===== config.mk =====
export PLATFORM = sky130hd
export DESIGN_NAME = sckst_merge
export DESIGN_NICKNAME = d
export VERILOG_FILES = /design/src/hdl/sckst_pkg.sv /design/src/hdl/sckst_merge.sv
export SDC_FILE = /design/constraint.sdc
export NUM_CORES = 1
export LEC_CHECK = 0
export BUFFER_PORTS_ARGS = -buffer_cell sky130_fd_sc_hd__buf_2
export CAP_MARGIN = 25
export CORE_AREA = 2 2 567 569
export DETAILED_ROUTE_END_ITERATION = 10
export DIE_AREA = 0 0 569 571
export PLACE_DENSITY = 0.3
export SYNTH_ARGS = -nofsm -noshare
export SYNTH_HDL_FRONTEND = slang
export SYNTH_SLANG_ARGS = --single-unit

===== constraint.sdc =====
create_clock -name vclk -period 2.3
set_input_delay 0.46 -clock vclk [all_inputs]
set_output_delay 0.46 -clock vclk [all_outputs]
set_load 0.01 [all_outputs]

===== src/hdl/sckst_pkg.sv =====
// Shared types and constants for the scan code key state tracker.
// No dependencies; imported by every module of the block.
package sckst_pkg;

  localparam int KEY_W       = 7;
  localparam int CODE_W      = 8;
  localparam int CNT_W       = 8;
  localparam int ACT_W       = 3;
  localparam int KCNT_W      = 3;
  localparam int MODE_W      = 2;
  localparam int CHORD_SLOTS = 4;
  localparam int IDX_W       = 8;

  localparam logic [CODE_W-1:0] PREFIX_CODE = 8'hE0;
  localparam logic [CNT_W-1:0]  CNT_MAX     = 8'hFF;
  localparam logic [CNT_W-1:0]  LIMIT_RESET = 8'd10;

  typedef enum logic [ACT_W-1:0] {
    ACT_SCAN         = 3'd0,
    ACT_FRAME        = 3'd1,
    ACT_TAKE_PRESS   = 3'd2,
    ACT_TAKE_RELEASE = 3'd3,
    ACT_CHORD        = 3'd4,
    ACT_CLEAR        = 3'd5
  } action_e;

  localparam logic [MODE_W-1:0] MODE_ALL_HELD    = 2'd0;
  localparam logic [MODE_W-1:0] MODE_HELD_OR_NEW = 2'd1;

  typedef struct packed {
    action_e                               action;
    logic [CODE_W-1:0]                     code;
    logic [CHORD_SLOTS-1:0][KEY_W-1:0]     key;
    logic [KCNT_W-1:0]                     key_count;
    logic [MODE_W-1:0]                     chord_mode;
  } item_t;

  typedef struct packed {
    logic                   take_ok;
    logic                   held_sel;
    logic                   held_nxt;
    logic [CHORD_SLOTS-1:0] slot_held;
    logic [CHORD_SLOTS-1:0] slot_frame;
  } cell_rpt_t;

  typedef struct packed {
    logic any_held;
    logic key_held;
    logic hit;
  } result_t;

endpackage


===== src/hdl/sckst_merge.sv =====
// Combines the reports of all key cells into one result: consume outcome, chord test,
// key0 held flag and the any-held flag. Depends on sckst_pkg.
module sckst_merge #(
  parameter int NUM_KEYS  = 128,
  parameter int MAX_CHORD = 4
) (
  input  sckst_pkg::item_t     item_i,
  input  sckst_pkg::cell_rpt_t rpt_i [NUM_KEYS],
  output sckst_pkg::result_t   res_o
);
  import sckst_pkg::*;

  localparam int SLOTS_USED = (MAX_CHORD < CHORD_SLOTS) ? MAX_CHORD : CHORD_SLOTS;

  logic                   take_any, held_key, held_any;
  logic [CHORD_SLOTS-1:0] slot_h, slot_f;
  logic [KCNT_W-1:0]      n_eff;
  logic                   all_held, all_ok, any_new, chord_hit;

  always_comb begin
    take_any = 1'b0;
    held_key = 1'b0;
    held_any = 1'b0;
    slot_h   = '0;
    slot_f   = '0;
    for (int i = 0; i < NUM_KEYS; i++) begin
      take_any = take_any | rpt_i[i].take_ok;
      held_key = held_key | rpt_i[i].held_sel;
      held_any = held_any | rpt_i[i].held_nxt;
      slot_h   = slot_h | rpt_i[i].slot_held;
      slot_f   = slot_f | rpt_i[i].slot_frame;
    end
  end

  always_comb begin
    n_eff = (item_i.key_count > KCNT_W'(SLOTS_USED)) ? KCNT_W'(SLOTS_USED) : item_i.key_count;
    all_held = 1'b1;
    all_ok   = 1'b1;
    any_new  = 1'b0;
    for (int j = 0; j < CHORD_SLOTS; j++) begin
      if (KCNT_W'(j) < n_eff) begin
        all_held = all_held & slot_h[j];
        all_ok   = all_ok & (slot_h[j] | slot_f[j]);
        any_new  = any_new | slot_f[j];
      end
    end
    if (item_i.chord_mode == MODE_ALL_HELD) chord_hit = all_held;
    else if (item_i.chord_mode == MODE_HELD_OR_NEW) chord_hit = all_ok;
    else chord_hit = all_ok & any_new;
  end

  always_comb begin
    unique case (item_i.action)
      ACT_TAKE_PRESS, ACT_TAKE_RELEASE: res_o.hit = take_any;
      ACT_CHORD:                        res_o.hit = chord_hit;
      default:                          res_o.hit = 1'b0;
    endcase
    res_o.key_held = held_key;
    res_o.any_held = held_any;
  end

endmodule


# --- Yosys cells after proc, flatten, opt, wreduce, memory -nomap -nowiden ---
# Cells that the tools add are included.
totals:
  word_cells: 676
  reg_bits: 0
  inputBits: 1452
  output_inout_bits: 3
op_classes:
  n_lt_le_gt_ge: 5
  n_mux: 16
  bitwise: 649
  n_eq_ne: 4
  n_reduce_logical: 2
op_table:
  columns: ["cell", "n"]
  rows:
  - ["$or A4 B4 Y4", 254]
  - ["$or A1 B1 Y1", 388]
  - ["$mux W1", 14]
  - ["$and A1 B1 Y1", 7]
  - ["$eq A3 B2 Y1 const B", 2]
  - ["$lt A1 B3 Y1 const A", 2]
  - ["$lt A2 B3 Y1 const A", 2]
  - ["$eq A3 B3 Y1 const B", 1]
  - ["$gt A3 B3 Y1 const B", 1]
  - ["$mux W3", 1]
  - ["$eq A2 B1 Y1 const B", 1]
  - ["$logic_not A2 Y1", 1]
  - ["$pmux W1 S2", 1]
  - ["$reduce_or A2 Y1", 1]

# --- Longest topological paths before layout ---
depth:
  word_depth: 139
  depth_mapped: 7
  mapped_depth_nobuf: 7

# --- Worst setup path before layout ---
# OpenSTA, ideal clock, no wires.
synth_path:
  kind: "input -> output"
  start: "input rpt_i[684] (netlist name)"
  end: "output res_o[0] (netlist name)"
  n_path_buf: 0
  arrival_time_ns: 1.593
  path_slack_ns: 0.247
  cell_stages: 7
  required_time_ns: 1.840
  path_cell_list: "nor4_1 > nand4_1 > nor4_1 > nand2_1 > a21oi_1 > o2111ai_1 > a21o_1"
synth_rtl:
  columns: ["element", "line", "text"]
  rows:
  - ["start: declaration", "sckst_merge.sv:8", "input sckst_pkg::cell_rpt_t rpt_i [NUM_KEYS],"]
  - ["end: declaration", "sckst_merge.sv:9", "output sckst_pkg::result_t res_o"]

==> summary.md <==
| Metric | Value |
|---|---|
| Status | `finished, violations left` |
| Failing checks | `negative setup slack` |
| Post-Synth Simple-Gate Area | `97.6%` |
| Setup repair bufs after CTS | `0` |
| Pleak | `7.09 nW` |
| Layout Nets | `3,585` |
| Final WL | `163 mm` |
| Share of the yosys chip area belonging to registers | `0%` |
| CP Capture Type | `primary output` |
| Fillers | `38,000` |
| Commonest non-fill, non-tap cell in the layout | `buf_2` |
| Routed Antenna Nets | `0` |
| Die Y | `571 µm` |
| Min cycle time layout | `3.21 ns` |
| Register area | `0 µm²` |
| Slack of the critical path | `-0.912 ns` |
| Clock buffer count in the final layout | `0` |
| # IOs | `1,455` |
| Final GP Congestion | `1.02` |
| Mean post-synth cell area | `6.18 µm²` |
| Synth Area in XOR/XNOR | `0%` |
| Yosys warns | `0` |
| Mapped Nets | `1,956` |
| Vias per Instance | `2.13` |
| Hold endpoint | `res_o[2]` |
| CP Cell Sequence | `buf_2, nor4_2, nand4_1, nor3_2, buf_4, nand4_1, buf_4, o22ai_2, nor3_2, a21o_1, buf_6` |
| TritonRoute pass-1 iters | `4` |
| RSZ-0062 raised after global routing | `yes` |
| Initial antenna violation count | `291` |
| Final Max Slew Viols | `0` |
| Worst VDD drop | `0.0389 mV` |
| Yosys cell types | `23` |
| Remaining DRCs | `0` |
| Final setup fails | `3` |
| Hold path cells | `6` |
| Worst slew margin | `53.0%` |
| Global-route wire length before repair | `185 mm` |
| 1st-iter DRT viols | `420` |
| CP max-delay cell | `nor4_2` |
| DIE AREA | `325,000 µm²` |
| Vias in the first global route | `13,800` |
| Final period utilization | `140%` |
| Setup TNS | `-0.949 ns` |
| Gate Count Post-Synth | `504` |
| Crit path kind | `input pin to primary output` |
| Fraction of synthesized area in multiplexers | `0%` |
| Rows | `208` |
| Adder-cell share of the synthesized area | `0%` |
| Largest net degree at the start of global routing | `5` |
| IO buf count | `1,419` |
| Max cap viols | `0` |
| Pwr/cell area | `99.9 nW/µm²` |
| Starting density of the core | `0.975%` |
| Max incr delay on CP | `0.45 ns` |
| Worst Path Max Fanout | `7` |
| Share of layout cells above drive strength 1 | `81.2%` |
| Core area | `319,000 µm²` |
| Compound-Gate Fraction of Synth Area | `1.89%` |
| Crit start category | `input pin` |
| Max Freq | `0.311 GHz` |
| Commonest non-fill, non-tap cells in the layout | `buf_2, nor4_1, buf_4` |
| Seq cells | `0` |
| Area delta synth->final | `487%` |
| Worst path required time | `1.84 ns` |
| Final Hold Fails | `0` |
| Hold-fix buffers, CTS | `0` |
| Total GRT Usage | `9.45%` |
| Via count | `13,800` |
| Cell Area, Synth | `3110 µm²` |
| Largest family of logic cells by synthesized area | `simple AND/OR/NAND/NOR gates` |
| DR WL/cell | `25.2 µm` |
| Crit path DAT | `2.75 ns` |
| Total gr overflow | `0` |
| Detailed placement HPWL | `157 mm` |
| Worst Hold Class | `input pin to primary output` |
| Smallest hold slack | `1.31 ns` |
| Chip width | `569 µm` |
| HP Start | `rpt_i[778]` |
| Slew @ Worst Pin | `0.699 ns` |
[worst max-delay path by stage]
stage,cells after the start,slack (ns),from,endpoint
5_1_grt,10,-0.97,rpt_i[553],res_o[0]
2_1_floorplan,7,0.25,rpt_i[684],res_o[0]
6_report,11,-0.91,rpt_i[775],res_o[0]
3_5_place_dp,12,-1.41,rpt_i[112],res_o[0]
4_1_cts,11,-1.10,rpt_i[110],res_o[0]
3_3_place_gp,11,-3.12,rpt_i[1389],res_o[0]
[cell type report]
type,count,area (µm²),area share (%)
Timing Repair Buffer,1629,8790,48.1
Tap cell,4200,5260,28.8
Multi-Input combinational cell,502,3880,21.2
Antenna cell,135,338,1.85
[cells in the mapped netlist (all sizes together) (2+ instances only)]
cell type	count	share of area, %
nor3	6	0.96
nor2	11	1.4
o21ai	2	0.32
nand3	7	1.3
buf	2	0.48
nor4	367	74
nand2	12	1.5
nand4	85	17
a21oi	2	0.32
[report_power, final]
part / total [mW] / switching (mW) / internal, mW
logic: 1.82 / 0.772 / 1.05
clock network: 0.00000804 / 0 / 0.00000804
registers: 0 / 0 / 0
total: 1.82 / 0.772 / 1.05
[worst max-delay path, delay by kind of cell]
| kind | cells | cell delay (ns) |
|---|---|---|
| buffers and inverters | 4 | 0.58 |
| AOI/OAI and AO/OA | 2 | 0.37 |
| and+or+nand+nor | 5 | 1.34 |
[routing by layer]
metal / track usage, % / part of all wire (%) / vias to the layer above
li1: - / - / 5861
met1: 9.40 / 34 / 5883
met2: 16.1 / 47 / 1352
met4: 5.11 / 6.6 / 124
met3: 4.62 / 13 / 576
met5: 0.0147 / 0.52 / -
[metrics by stage]
step	utilization (%)	power [mW]	cells	instance area (µm²)	worst slack (ns)
final	5.72	1.82	6466	18300	-0.912
after global routing	5.70	1.98	6434	18200	-0.970
after CTS	5.53	1.84	6331	17700	-1.10
after detailed placement	5.43	1.79	6332	17300	-1.41
after global placement	5.35	1.75	6312	17100	-3.12
after floorplan	-	0.122	504	3110	0.247
[what timing repair did]
action	4_1_cts	5_1_grt
endpoints found under the setup margin	3	3
pin swaps	14	25
gates resized for setup	53	46
cloned	0	0
endpoints found under the hold margin	0	0
[cell families (layout without fill, tap and decap cells)]
family          count (synthesis)  after routing
buf+inv                         2           1629
compound gates                  9              9
simple gates                  493            493
other cells                     0            135
(Power assumes the default switching activity.)
