**config.mk**
```make
export PLATFORM = sky130hd
export DESIGN_NAME = sckst_key_cell
export DESIGN_NICKNAME = d
export VERILOG_FILES = /design/src/hdl/sckst_pkg.sv /design/src/hdl/sckst_key_cell.sv
export SDC_FILE = /design/constraint.sdc
export NUM_CORES = 1
export LEC_CHECK = 0
export BUFFER_PORTS_ARGS = -buffer_cell sky130_fd_sc_hd__buf_4
export CAP_MARGIN = 20
export CORE_UTILIZATION = 45
export DETAILED_ROUTE_END_ITERATION = 10
export PLACE_DENSITY = 0.77
export SLEW_MARGIN = 10
export SYNTH_ARGS = -nofsm -noshare
export SYNTH_HDL_FRONTEND = slang
export SYNTH_SLANG_ARGS = --single-unit
```
**constraint.sdc**
```tcl
create_clock -name clk_i -period 2.1 [get_ports clk_i]
set_clock_uncertainty 0.1 [all_clocks]
set_input_delay 0.105 -clock clk_i [delete_from_list [all_inputs] [get_ports clk_i]]
set_output_delay 0.105 -clock clk_i [all_outputs]
set_load 0.05 [all_outputs]
```
**src/hdl/sckst_pkg.sv**
```systemverilog
// Shared types and constants for the scan code key state tracker.
// No dependencies; imported by every module of the block.
package sckst_pkg;

  localparam int KEY_W       = 7;
  localparam int CODE_W      = 8;
  localparam int CNT_W       = 8;
  localparam int ACT_W       = 3;
  localparam int KCNT_W      = 3;
  localparam int MODE_W      = 2;
  localparam int CHORD_SLOTS = 4;
  localparam int IDX_W       = 8;

  localparam logic [CODE_W-1:0] PREFIX_CODE = 8'hE0;
  localparam logic [CNT_W-1:0]  CNT_MAX     = 8'hFF;
  localparam logic [CNT_W-1:0]  LIMIT_RESET = 8'd10;

  typedef enum logic [ACT_W-1:0] {
    ACT_SCAN         = 3'd0,
    ACT_FRAME        = 3'd1,
    ACT_TAKE_PRESS   = 3'd2,
    ACT_TAKE_RELEASE = 3'd3,
    ACT_CHORD        = 3'd4,
    ACT_CLEAR        = 3'd5
  } action_e;

  localparam logic [MODE_W-1:0] MODE_ALL_HELD    = 2'd0;
  localparam logic [MODE_W-1:0] MODE_HELD_OR_NEW = 2'd1;

  typedef struct packed {
    action_e                               action;
    logic [CODE_W-1:0]                     code;
    logic [CHORD_SLOTS-1:0][KEY_W-1:0]     key;
    logic [KCNT_W-1:0]                     key_count;
    logic [MODE_W-1:0]                     chord_mode;
  } item_t;

  typedef struct packed {
    logic                   take_ok;
    logic                   held_sel;
    logic                   held_nxt;
    logic [CHORD_SLOTS-1:0] slot_held;
    logic [CHORD_SLOTS-1:0] slot_frame;
  } cell_rpt_t;

  typedef struct packed {
    logic any_held;
    logic key_held;
    logic hit;
  } result_t;

endpackage

```
**src/hdl/sckst_key_cell.sv**
```systemverilog
// One per-key state cell: held flag, press/release counters, pending and frame flags.
// Depends on sckst_pkg.
module sckst_key_cell #(
  parameter int CELL_IDX = 0
) (
  input  logic                      clk_i,
  input  logic                      rst_ni,
  input  logic                      accept_i,
  input  sckst_pkg::item_t          item_i,
  input  logic [7:0]                limit_i,
  output sckst_pkg::cell_rpt_t      rpt_o
);
  import sckst_pkg::*;

  localparam logic [IDX_W-1:0] IDX = IDX_W'(CELL_IDX);

  logic             held_q, held_d;
  logic             pend_q, pend_d;
  logic             frame_q, frame_d;
  logic [CNT_W-1:0] press_q, press_d;
  logic [CNT_W-1:0] rel_q, rel_d;
  logic             sel0, code_sel;

  assign sel0     = ({1'b0, item_i.key[0]} == IDX);
  assign code_sel = ({1'b0, item_i.code[KEY_W-1:0]} == IDX) && (item_i.code != PREFIX_CODE);

  always_comb begin
    held_d  = held_q;
    pend_d  = pend_q;
    frame_d = frame_q;
    press_d = press_q;
    rel_d   = rel_q;
    if (accept_i) begin
      unique case (item_i.action)
        ACT_SCAN: begin
          if (code_sel) begin
            if (!item_i.code[CODE_W-1]) begin
              if (!held_q) begin
                if (press_q != CNT_MAX) press_d = press_q + 8'd1;
                pend_d = 1'b1;
              end
              held_d = 1'b1;
            end else begin
              held_d = 1'b0;
              if (rel_q != CNT_MAX) rel_d = rel_q + 8'd1;
            end
          end
        end
        ACT_FRAME: begin
          frame_d = pend_q;
          pend_d  = 1'b0;
          if (press_q > limit_i) press_d = '0;
          rel_d = '0;
        end
        ACT_TAKE_PRESS: begin
          if (sel0 && press_q != '0) press_d = press_q - 8'd1;
        end
        ACT_TAKE_RELEASE: begin
          if (sel0 && rel_q != '0) rel_d = rel_q - 8'd1;
        end
        ACT_CHORD: begin
        end
        ACT_CLEAR: begin
          press_d = '0;
          rel_d   = '0;
          pend_d  = 1'b0;
          frame_d = 1'b0;
        end
        default: begin
        end
      endcase
    end
  end

  always_comb begin
    rpt_o.take_ok  = sel0 && (((item_i.action == ACT_TAKE_PRESS) && (press_q != '0)) ||
                              ((item_i.action == ACT_TAKE_RELEASE) && (rel_q != '0)));
    rpt_o.held_nxt = held_d;
    rpt_o.held_sel = sel0 & held_d;
    for (int j = 0; j < CHORD_SLOTS; j++) begin
      rpt_o.slot_held[j]  = ({1'b0, item_i.key[j]} == IDX) & held_q;
      rpt_o.slot_frame[j] = ({1'b0, item_i.key[j]} == IDX) & frame_q;
    end
  end

  always_ff @(posedge clk_i or negedge rst_ni) begin
    if (!rst_ni) begin
      held_q  <= 1'b0;
      pend_q  <= 1'b0;
      frame_q <= 1'b0;
      press_q <= '0;
      rel_q   <= '0;
    end else begin
      held_q  <= held_d;
      pend_q  <= pend_d;
      frame_q <= frame_d;
      press_q <= press_d;
      rel_q   <= rel_d;
    end
  end

endmodule

```
# After elaboration in Yosys (flattened, before gate mapping)
# Index checks and enable logic that the tools add are counted.
# classes
addsub	4
magnitude_cmp	1
n_eq_ne	16
n_mux	21
bitwise	9
reduce_logical	24
# op_table
op	count
$mux 8	10
$logic_not 7->1	5
$pmux 8 s4	1
$ne 8x8->1 const B	3
$pmux 8 s3	1
$ne 2x2->1 const B	9
$add 8x1->8 const B	2
$reduce_bool 8->1	2
$sub 8x1->8 const B	2
$and 1x1->1	9
$gt 8x8->1	1
$reduce_and 8->1	1
$mux 1	7
$eq 3x2->1 const B	2
$logic_and 1x1->1	6
$reduce_and 6->1	1
$reduce_and 5->1	1
$pmux 1 s2	2
$reduce_bool 2->1	2
$reduce_bool 4->1	1
$eq 3x1->1 const B	1
$eq 3x3->1 const B	1
$logic_not 3->1	1
$reduce_bool 3->1	1
other kinds (3)	3
# totals
reg_bits	19
output_inout_bits	11

# Longest topological paths before layout
# Gate-level depths: netlist (run 1).
# depth
depth_word	6
ltp_mapped	11
depth_no_buf	10

# Worst setup path before layout (run 1)
# OpenSTA, ideal clock, no wires.
# synth_path
kind	in2reg
from	input port item_i[43] (netlist name)
to	register rel_q[7]
setup_ns	0.132
arrival_ns	2.195
setup_slack_ns	-0.327
stages	9
n_path_buf	1
path_cell_list	clkbuf_1 -> nor2_1 -> ha_1 -> a21oi_1 -> nor2b_1 -> o31a_1 -> o41ai_1 -> mux2i_1 -> o211ai_1
# synth_via
elab_chain_cells	4
elab_cells_between_ends	12
# synth_rtl
element	line	rtl
start: declaration	sckst_key_cell.sv:9	input sckst_pkg::item_t item_i,
$eq 3x1->1 or $eq 3x3->1 (tied branches)	sckst_key_cell.sv:34	unique case (item_i.action)
$reduce_or 2->1 (no source line)	--	
$reduce_bool 3->1 (no source line)	--	
$reduce_and 6->1 (no source line)	--	
end signal: assignment	sckst_key_cell.sv:98	rel_q <= rel_d;
end: declaration	sckst_key_cell.sv:21	logic [CNT_W-1:0] rel_q, rel_d;
# Parallel ways exist; a longest one is shown, timed or not.
# A chain may end at the register's enable or synchronous reset.

# Final worst setup path (run 1)
# layout_path
from	register press_q[1]
to	register press_q[7]
# layout_via
elab_chain_cells	6
elab_cells_between_ends	16
# layout_rtl
element	line	rtl
start: declaration	sckst_key_cell.sv:20	logic [CNT_W-1:0] press_q, press_d;
start signal: assignment	sckst_key_cell.sv:97	press_q <= press_d;
$add 8x1->8	sckst_key_cell.sv:39	if (press_q != CNT_MAX) press_d = press_q + 8'd1;
$mux 8	sckst_key_cell.sv:39	
$mux 8	sckst_key_cell.sv:38	if (!held_q) begin
$mux 8	sckst_key_cell.sv:37	if (!item_i.code[CODE_W-1]) begin
$mux 8	sckst_key_cell.sv:36	if (code_sel) begin
$pmux 8 s4	sckst_key_cell.sv:34	
# Parallel ways exist; a longest one is shown, timed or not. The select of a mux whose other input is x is not followed.

==> impl_metrics.env, run 1 <==
export IMPL_outcome="finished with violations"
export IMPL_violations="negative setup slack"
export IMPL_crit_chain="ha_4 > a21oi_4 > o211ai_1 > o41ai_2 > buf_4 > xnor2_2 > or4_1 > nand3_1"
export IMPL_cts_buffer_depth=2
export IMPL_muxShareOfSynthArea=0.01103
export IMPL_diodes=0
export IMPL_regArea_um2=476.7
export IMPL_slew_headroom=0.4873
export IMPL_vias=2060
export IMPL_num_nets_final=404
export IMPL_cts_root_buf="clkbuf_8"
export IMPL_ys_types=37
export IMPL_worst_slack_ns=-0.01588
export IMPL_die_area_um2=4290
export IMPL_leakagePower_uw=0.001336
export IMPL_gr_total_overflow=0
export IMPL_ioPinCount=66
export IMPL_fmax_mhz=472.6
export IMPL_grt_pass1_wl_um=8280
export IMPL_hpwl_um=4049
export IMPL_cp_buffers_inverters=1
export IMPL_die_x_um=65.50
export IMPL_setup_viol=1
export IMPL_yosys_area_share_simple=0.2566
export IMPL_nFillCells=267
export IMPL_min_period_over_period=1.008
export IMPL_hold_viol=0
export IMPL_drtIter0Drc=75
export IMPL_crit_slowest_cell="dfrtp_1"
export IMPL_clk_pin_slew_worst_paths_ns=0.08
export IMPL_crit_type="register to register"
export IMPL_cts_tree="done"
export IMPL_io_buffers=60
export IMPL_synth_nets=306
export IMPL_synthTopCellsByArea="dfrtp_1, ha_1, nor2_1"
export IMPL_peakVddDrop_uv=423.3
export IMPL_yosys_area_share_xor_xnor=0.05793
export IMPL_cts_inserted_buffers=3
export IMPL_yosys_warnings=0
export IMPL_syn_inst=229
export IMPL_synth_compound_area_frac=0.1917
export IMPL_worstPathMaxFanout=2
export IMPL_ant_nets=0
export IMPL_synth_area_um2=1814
export IMPL_post_route_min_period_ns=2.116
export IMPL_grt_pass1_vias=1940
export IMPL_ys_ff_latch=19
export IMPL_cp_start_kind="register"
export IMPL_utilization=0.7409
export IMPL_arrival_ns=2.21
export IMPL_cp_required_ns=2.19
export IMPL_seq_area_frac_synth=0.2621
export IMPL_hold_path_class="input pin to register"
export IMPL_post_drt_wl_per_cell_um=14.01
export IMPL_grt_max_degree=20
export IMPL_clk_latency_ns=0.26
export IMPL_cts_sinks=19
export IMPL_slew_violations=0
export IMPL_totalWireLength_um=5241
export IMPL_antenna_found_initial=0
export IMPL_synth_top_family_by_area="simple AND/OR/NAND/NOR gates"
export IMPL_synthAdderAreaFrac=0.1600
export IMPL_critPathCaptureType="register"
export IMPL_via_per_inst=5.508
export IMPL_synth_avg_cell_area_um2=7.922
export IMPL_h_tree_depth=1
export IMPL_drive_gt1_frac=0.3988
export IMPL_first_pass_iters=4
export IMPL_whs_ns=0.05272
export IMPL_core_um2=3771
export IMPL_tightest_slew_ns=0.7675
export IMPL_area_delta_synth_final_pct=54.00
export IMPL_netlist_area_leader_share=0.2621
export IMPL_p_per_area_nw_per_um2=776.0
export IMPL_route_detailed_drc=0
export IMPL_die_h_um=65.50
export IMPL_slowest_delay_ns=0.42
export IMPL_synth_top_area_cell="dfrtp_1"
export IMPL_rows=22
export IMPL_start_util=0.4811
export IMPL_multi_input_comb_area_um2=1373
export IMPL_gr_usage_all_layers=0.2514
export IMPL_place_congestion=0.8298
export IMPL_maxCapViolCount=0
export IMPL_rsz0062_at_grt="yes"
export IMPL_critical_path_top_delay_family="compound AO/OA/AOI/OAI gates"
export IMPL_fin_setup_tns_ns=-0.01588
## cell type report
class	instances	area share
clock buffer	3	0.01478
clock inverter	1	0.001791
inverter	21	0.02821
multi-input combinational	182	0.4913
sequential	19	0.1706
tap	48	0.02150
timing repair buffer	100	0.2718
## cell families (layout without fill, tap and decap cells)
| group | after synthesis | count (layout) |
|---|---|---|
| buffers and inverters | 28 | 125 |
| adder cells (fa/ha/maj) | 22 | 22 |
| multiplexers | 2 | 2 |
| AO/OA/AOI/OAI | 57 | 57 |
| XOR/XNOR | 12 | 12 |
| AND/OR/NAND/NOR | 89 | 89 |
| flip-flops | 19 | 19 |
## Yosys cell counts (all sizes together)
| library cell | number |
|---|---|
| dfrtp | 19 |
| xor2 | 5 |
| or4 | 3 |
| and4b | 1 |
| clkbuf | 5 |
| a31oi | 2 |
| o21a | 1 |
| o21bai | 3 |
| o22ai | 1 |
| o211ai | 3 |
| o41ai | 3 |
| nand4 | 5 |
| buf | 2 |
| and2 | 3 |
| nand3 | 9 |
| a31o | 1 |
| or2 | 2 |
| mux2i | 2 |
| nor4b | 1 |
| nand2b | 4 |
| fa | 2 |
| nand2 | 17 |
| nor2 | 23 |
| inv | 21 |
| a21o | 2 |
| o31ai | 7 |
| a21oi | 16 |
| ha | 20 |
| nor2b | 5 |
| o21ai | 17 |
| nor4 | 9 |
| xnor2 | 7 |
| nor3 | 7 |
| o31a | 1 |
## power breakdown
group / leakage [µW] / switching (µW) / internal (µW)
Clock: 0.0000255 / 127 / 132
Sequential: 0.000240 / 158 / 484
Combinational: 0.00107 / 575 / 693
## cells in the final DEF, fill, tap and decap left out, types with 3 or more instances in the layout
cell,instances
ha_1,15
o211ai_1,3
nor2_1,22
o31ai_1,5
ha_4,5
xor2_1,5
dfrtp_1,18
clkbuf_8,3
o21ai_2,3
nor2b_1,5
a21oi_2,4
o21bai_1,3
nand4_1,5
nand2b_1,4
nor4_1,8
nand2_1,17
and2_1,3
inv_1,20
nand3_1,9
a21oi_1,11
nor3_1,7
buf_4,97
o21ai_0,10
xnor2_1,6
o21ai_1,4
## state kept, by name (all words and copies together), names as in the netlist
register,flops
frame_q,1
pend_q,1
rel_q,8
press_q,8
held_q,1
## worst register-to-register path, cell delays in order, from the launching register on
cell and delay (ns):
dfrtp_1 0.42, ha_4 0.24, a21oi_4 0.15, o211ai_1 0.13, o41ai_2 0.31, buf_4 0.17, xnor2_2 0.05, or4_1 0.39
nand3_1 0.09
## timing repair
item,CTS,global route
setup endpoints to repair,4,8
pin swaps,3,12
hold buffers,2,0
setup buffers,1,3
gates resized for setup,11,15
endpoints found under the hold margin,20,0
## metrics by stage
stage	setup WS [ns]	cell area [µm²]	std cells	power, µW
after CTS	-0.003286	2688	371	2031
final	-0.01588	2794	374	2168
after detailed placement	-0.2416	2565	364	1704
after global placement	-0.1570	2565	364	1665
after global routing	-0.1379	2794	374	2367
after floorplan	-0.1384	1836	229	1243
## routing by layer
metal  wire [µm]  vias to the layer above  track usage
met5           0                        -            0
met4         109                        0      0.08696
met3         424                       12      0.02951
met2        2534                       82       0.4678
met1        2173                      945       0.2930
li1            -                     1021            -
## final timing paths
path	startpoint	endpoint	slack (ns)	cells after the start
min in group asynchronous	rst_ni	rel_q[7]	0.15	2
max reg2reg	press_q[1]	press_q[7]	-0.02	8
min	accept_i	frame_q	0.05	3
max	press_q[1]	press_q[7]	-0.02	8
max in group asynchronous	rst_ni	press_q[0]	1.52	2
min reg2reg	frame_q	frame_q	0.42	2
No activity file was read; power rests on OpenSTA's default activity.
==> run 2: changes to the inputs <==
CORE_MARGIN = 3   (was unset)
==> run 2 against run 1 <==
The run still ends with negative setup slack left; cell area shrank 2.8%; sequential share of layout area up 0.49 points; core utilization decreased by 2.1 points; critical path type unchanged; critical path depth is the same.
==> impl_metrics.env, run 2 (synthesis gave the netlist of run 1 again) <==
export IMPL_r2r_end="press_q[7]"
export IMPL_reg2reg_depth=8
export IMPL_cp_start_kind="register"
export IMPL_grt_pass1_wl_um=8652
export IMPL_reg2reg_setup_slack_ns=-0.07
export IMPL_worstPathMaxFanout=2
export IMPL_first_pass_iters=4
export IMPL_hold_path_class="input pin to register"
export IMPL_dp_slack_ns=-0.2929
export IMPL_io_buffers=60
export IMPL_reg_largest_list="press_q x8, rel_q x8"
export IMPL_post_drt_wl_per_cell_um=14.39
export IMPL_totalWireLength_um=5324
export IMPL_worst_slack_ns=-0.07424
export IMPL_die_h_um=69.50
export IMPL_h_tree_depth=1
export IMPL_clk_latency_ns=0.27
export IMPL_cts_inserted_buffers=3
export IMPL_num_nets_final=400
export IMPL_place_congestion=0.8079
export IMPL_leakagePower_uw=0.001300
export IMPL_rsz0062_at_grt="yes"
export IMPL_route_detailed_drc=0
export IMPL_crit_slowest_cell="dfrtp_1"
export IMPL_diodes=0
export IMPL_crit_type="register to register"
export IMPL_start_util=0.4811
export IMPL_final_cell_mix="buf_4, nor2_1, inv_1"
export IMPL_critical_path_top_delay_family="compound AO/OA/AOI/OAI gates"
export IMPL_whs_endpoint="frame_q"
export IMPL_fin_setup_tns_ns=-0.1047
export IMPL_vias=2032
export IMPL_rows=22
export IMPL_hpwl_um=4043
export IMPL_antenna_found_initial=0
export IMPL_core_um2=3771
export IMPL_p_per_area_nw_per_um2=764.5
export IMPL_cp_required_ns=2.20
export IMPL_arrival_ns=2.28
export IMPL_cp_buffers_inverters=1
export IMPL_clk_pin_slew_worst_paths_ns=0.07
export IMPL_hold_depth=3
export IMPL_ant_nets=0
export IMPL_grt_max_degree=20
export IMPL_fmax_mhz=459.9
export IMPL_slew_headroom=0.4890
export IMPL_holdCritStartpoint="accept_i"
export IMPL_final_common_cell="buf_4"
export IMPL_tightest_slew_ns=0.7649
export IMPL_peakVddDrop_uv=407.4
export IMPL_timing_rr_start="press_q[1]"
export IMPL_grt_pass1_vias=1957
export IMPL_violations="negative setup slack"
export IMPL_area_delta_synth_final_pct=49.72
export IMPL_die_x_um=69.50
export IMPL_gr_total_overflow=0
export IMPL_drive_gt1_frac=0.3758
export IMPL_finalPower_uw=2077
export IMPL_maxCapViolCount=0
export IMPL_drtIter0Drc=64
export IMPL_crit_chain="ha_4 > a21oi_2 > o211ai_1 > o41ai_2 > buf_4 > xnor2_1 > or4_1 > nand3_1"
export IMPL_critPathCaptureType="register"
export IMPL_post_route_min_period_ns=2.174
export IMPL_hold_viol=0
export IMPL_cts_buffer_depth=2
export IMPL_die_area_um2=4830
export IMPL_cts_root_buf="clkbuf_8"
export IMPL_cts_sinks=19
export IMPL_ioPinCount=66
export IMPL_gr_usage_all_layers=0.2186
export IMPL_cts_tree="done"
export IMPL_via_per_inst=5.492
export IMPL_setup_viol=2
export IMPL_nFillCells=273
export IMPL_slew_violations=0
export IMPL_slowest_delay_ns=0.41
export IMPL_outcome="finished with violations"
export IMPL_min_period_over_period=1.035
## run 2: cell count changes in the layout (fill, tap and decap cells not counted), moves of 2 or more
cell and change:
o21ai_2 -3, buf_4 -3, o21ai_0 +3, o31ai_2 -2
o31ai_1 +2
## run 2: where the power goes
part | switching (µW) | internal, µW
Clock | 138 | 133
Combinational | 535 | 628
Sequential | 159 | 484
## run 2: through the flow
stage / util / cells / hold slack [ns] / instance area [µm²]
after floorplan: - / 229 / -0.2906 / 1836
after global placement: 0.6782 / 363 / -0.1075 / 2557
after detailed placement: 0.6782 / 363 / -0.1057 / 2557
after CTS: 0.7001 / 369 / 0.05072 / 2640
after global routing: 0.7203 / 370 / 0.06834 / 2716
final: 0.7203 / 370 / 0.04840 / 2716
## run 2: what timing repair did
item                       CTS  global route
cloned                       0             0
gates resized for setup      4            12
buffers inserted             0             1
hold endpoints to repair    20             0
setup endpoints to repair    3            10
hold buffers                 2             0
pin swaps                    0             7
## run 2: final cells by class
type,count,area (µm²),area share
clock inverters,1,5.005,0.001842
well taps,48,60.06,0.02211
inverters,21,78.83,0.02902
multi-input cells,182,1329,0.4892
repair buffers,96,725.7,0.2672
flip-flops and latches,19,476.7,0.1755
clock buffers,3,41.29,0.01520
## run 2: worst max path at each step
| stage | startpoint | end | slack (ns) | depth (start not counted) |
|---|---|---|---|---|
| floorplan | item_i[7] | press_q[7] | -0.14 | 7 |
| global placement | item_i[7] | press_q[7] | -0.15 | 7 |
| detailed placement | item_i[41] | press_q[7] | -0.29 | 12 |
| CTS | press_q[1] | press_q[7] | 0.006 | 8 |
| global route | press_q[1] | press_q[7] | -0.14 | 8 |
| finish | press_q[1] | press_q[7] | -0.07 | 8 |
## run 2: layer usage
metal | track usage | routed length [µm] | vias up | share of wire
met1 | 0.2588 | 2209 | 945 | 0.41
met2 | 0.3845 | 2624 | 68 | 0.49
li1 | - | - | 1010 | -
met4 | 0.07592 | 97 | 0 | 0.018
met3 | 0.05072 | 393 | 9 | 0.074
met5 | 0 | 0 | - | 0
## run 2: worst register-to-register path: cells and delay by family, from the launching register on
family | cells | cell delay, ns
simple gates | 2 | 0.49
xor+xnor | 1 | 0.07
flops | 1 | 0.41
fa+ha+maj | 1 | 0.23
buf+inv | 1 | 0.17
compound gates | 3 | 0.64
==> run 3: changes to the inputs <==
SETUP_SLACK_MARGIN = 0.1   (was unset)
==> run 3 against run 2 <==
The flow still finishes with violations (negative setup slack); die area unchanged; cell count is 1.9% higher; clock power fell by 3%; sequential power hardly changed; via count is 3.9% higher; register-to-register slack is essentially flat; fmax barely moved; global-route usage grew 0.58 points; power grew 5.8%; sequential share of layout area is 0.62 points lower; critical path type unchanged.
==> impl_metrics.env, run 3 (synthesis gave the netlist of run 1 again) <==
export IMPL_outcome="finished with violations"
export IMPL_violations="negative setup slack"
export IMPL_vias=2112
export IMPL_whs_ns=0.05272
export IMPL_reg2reg_setup_slack_ns=-0.08
export IMPL_slew_headroom=0.6956
export IMPL_clk_latency_ns=0.26
export IMPL_cp_start_kind="register"
export IMPL_post_route_min_period_ns=2.175
export IMPL_drtIter0Drc=71
export IMPL_diodes=0
export IMPL_cts_buffer_depth=2
export IMPL_p_seq_frac=0.292
export IMPL_timing_rr_start="press_q[1]"
export IMPL_cts_sinks=19
export IMPL_start_util=0.4811
export IMPL_first_pass_iters=4
export IMPL_crit_type="register to register"
export IMPL_crit_slowest_cell="dfrtp_1"
export IMPL_hold_path_class="input pin to register"
export IMPL_hold_depth=3
export IMPL_grt_max_degree=20
export IMPL_area_delta_synth_final_pct=55.24
export IMPL_num_nets_final=407
export IMPL_post_drt_wl_per_cell_um=14.90
export IMPL_r2r_end="press_q[7]"
export IMPL_nFillCells=267
export IMPL_leakagePower_uw=0.001339
export IMPL_place_congestion=0.8204
export IMPL_totalWireLength_um=5616
export IMPL_tightest_slew_ns=0.4566
export IMPL_final_common_cell="buf_4"
export IMPL_grt_pass1_vias=1982
export IMPL_grt_pass1_wl_um=8866
export IMPL_h_tree_depth=1
export IMPL_rows=22
export IMPL_combPwrFrac=0.588
export IMPL_cts_root_buf="clkbuf_8"
export IMPL_crit_chain="ha_4 > a21oi_4 > o211ai_1 > o41ai_2 > buf_4 > xnor2_2 > or4_1 > nand3_1"
export IMPL_antenna_found_initial=0
export IMPL_slowest_delay_ns=0.42
export IMPL_die_area_um2=4830
export IMPL_maxCapViolCount=0
export IMPL_regArea_um2=476.7
export IMPL_ant_nets=0
export IMPL_setup_viol=7
export IMPL_reg2reg_depth=8
export IMPL_reg_largest_list="press_q x8, rel_q x8"
export IMPL_gr_total_overflow=0
export IMPL_drive_gt1_frac=0.4043
export IMPL_via_per_inst=5.602
export IMPL_final_cell_mix="buf_4, nor2_1, inv_1"
export IMPL_ioPinCount=66
export IMPL_utilization=0.7468
export IMPL_switching_share=0.4027
export IMPL_critPathCaptureType="register"
export IMPL_die_x_um=69.50
export IMPL_hpwl_um=4301
export IMPL_peakVddDrop_uv=445.3
export IMPL_gr_usage_all_layers=0.2243
export IMPL_hold_viol=0
export IMPL_pwr_share_clk=0.120
export IMPL_core_um2=3771
export IMPL_cts_inserted_buffers=3
export IMPL_holdCritStartpoint="accept_i"
export IMPL_io_buffers=60
export IMPL_die_h_um=69.50
export IMPL_clk_pin_slew_worst_paths_ns=0.08
export IMPL_arrival_ns=2.28
export IMPL_worst_slack_ns=-0.07548
export IMPL_multi_input_comb_area_um2=1373
export IMPL_rsz0062_at_grt="yes"
export IMPL_cts_tree="done"
export IMPL_route_detailed_drc=0
export IMPL_cp_required_ns=2.20
export IMPL_p_int_uw=1312
export IMPL_switchingPower_uw=884.5
export IMPL_slew_violations=0
export IMPL_p_per_area_nw_per_um2=779.8
export IMPL_min_period_over_period=1.036
export IMPL_whs_endpoint="frame_q"
export IMPL_worstPathMaxFanout=2
export IMPL_fmax_mhz=459.7
==> run 3: cell count changes in the layout (fill, tap and decap cells not counted), sizes merged <==
cell	previous run	this run
clkdlybuf4s15	0	1
buf	94	100
==> run 3: critical path: cells and delay by family, from the launching register on <==
family	cells	cell delay, ns
fa+ha+maj	1	0.23
simple gates	2	0.48
flops	1	0.42
compound gates	3	0.64
xor+xnor	1	0.06
buf+inv	1	0.18
==> run 3: per-layer routing <==
metal  part of all wire  track usage  wire length, µm  vias to the layer above
li1                   -            -                -                     1021
met1               0.41       0.2489             2287                      998
met2               0.50       0.4047             2787                       78
met3              0.070      0.05652              392                       15
met4              0.026      0.09111              148                        0
met5                  0            0                0                        -
==> run 3: final cells by class <==
cell class | count | area share
multi-input cells | 182 | 0.4873
repair buffers | 103 | 0.2777
flip-flops and latches | 19 | 0.1693
inverters | 21 | 0.02799
well taps | 48 | 0.02132
clock buffers | 3 | 0.01466
clock inverters | 1 | 0.001777
==> run 3: worst max-delay path by stage <==
stage,cells past startpoint,end,start,slack [ns]
floorplan,7,press_q[7],item_i[7],-0.14
global placement,12,press_q[7],item_i[41],-0.16
CTS,8,press_q[7],press_q[1],-0.03
detailed placement,12,press_q[7],item_i[41],-0.31
finish,8,press_q[7],press_q[1],-0.08
global route,8,press_q[7],press_q[1],-0.16
==> run 3: repair_timing <==
item / 4_1_cts / 5_1_grt
hold endpoints to repair: 20 / 0
resized for setup: 8 / 19
pin swaps: 6 / 10
hold buffers: 2 / 0
buffers inserted: 2 / 2
setup endpoints to repair: 10 / 16
cloned: 0 / 1
==> run 3: stage by stage <==
| stage | std cells | cell area (µm²) | setup WS, ns | total power [µW] | TNS (ns) |
|---|---|---|---|---|---|
| 2_1_floorplan | 229 | 1836 | -0.1384 | 1243 | -0.3149 |
| 3_5_place_dp | 366 | 2580 | -0.3063 | 1719 | -1.293 |
| 4_1_cts | 374 | 2686 | -0.03172 | 2030 | -0.05817 |
| 6_report | 377 | 2816 | -0.07548 | 2196 | -0.1477 |
| 3_3_place_gp | 366 | 2580 | -0.1611 | 1659 | -0.8478 |
| 5_1_grt | 377 | 2816 | -0.1626 | 2376 | -0.8903 |
==> run 3: power by group through the flow <==
stage / registers, µW / clock network, µW / logic [µW]
after floorplan: 611 / 0 / 632
after global placement: 614 / 0 / 1050
after detailed placement: 617 / 0 / 1100
after CTS: 607 / 263 / 1160
after global routing: 657 / 277 / 1440
final: 641 / 264 / 1290
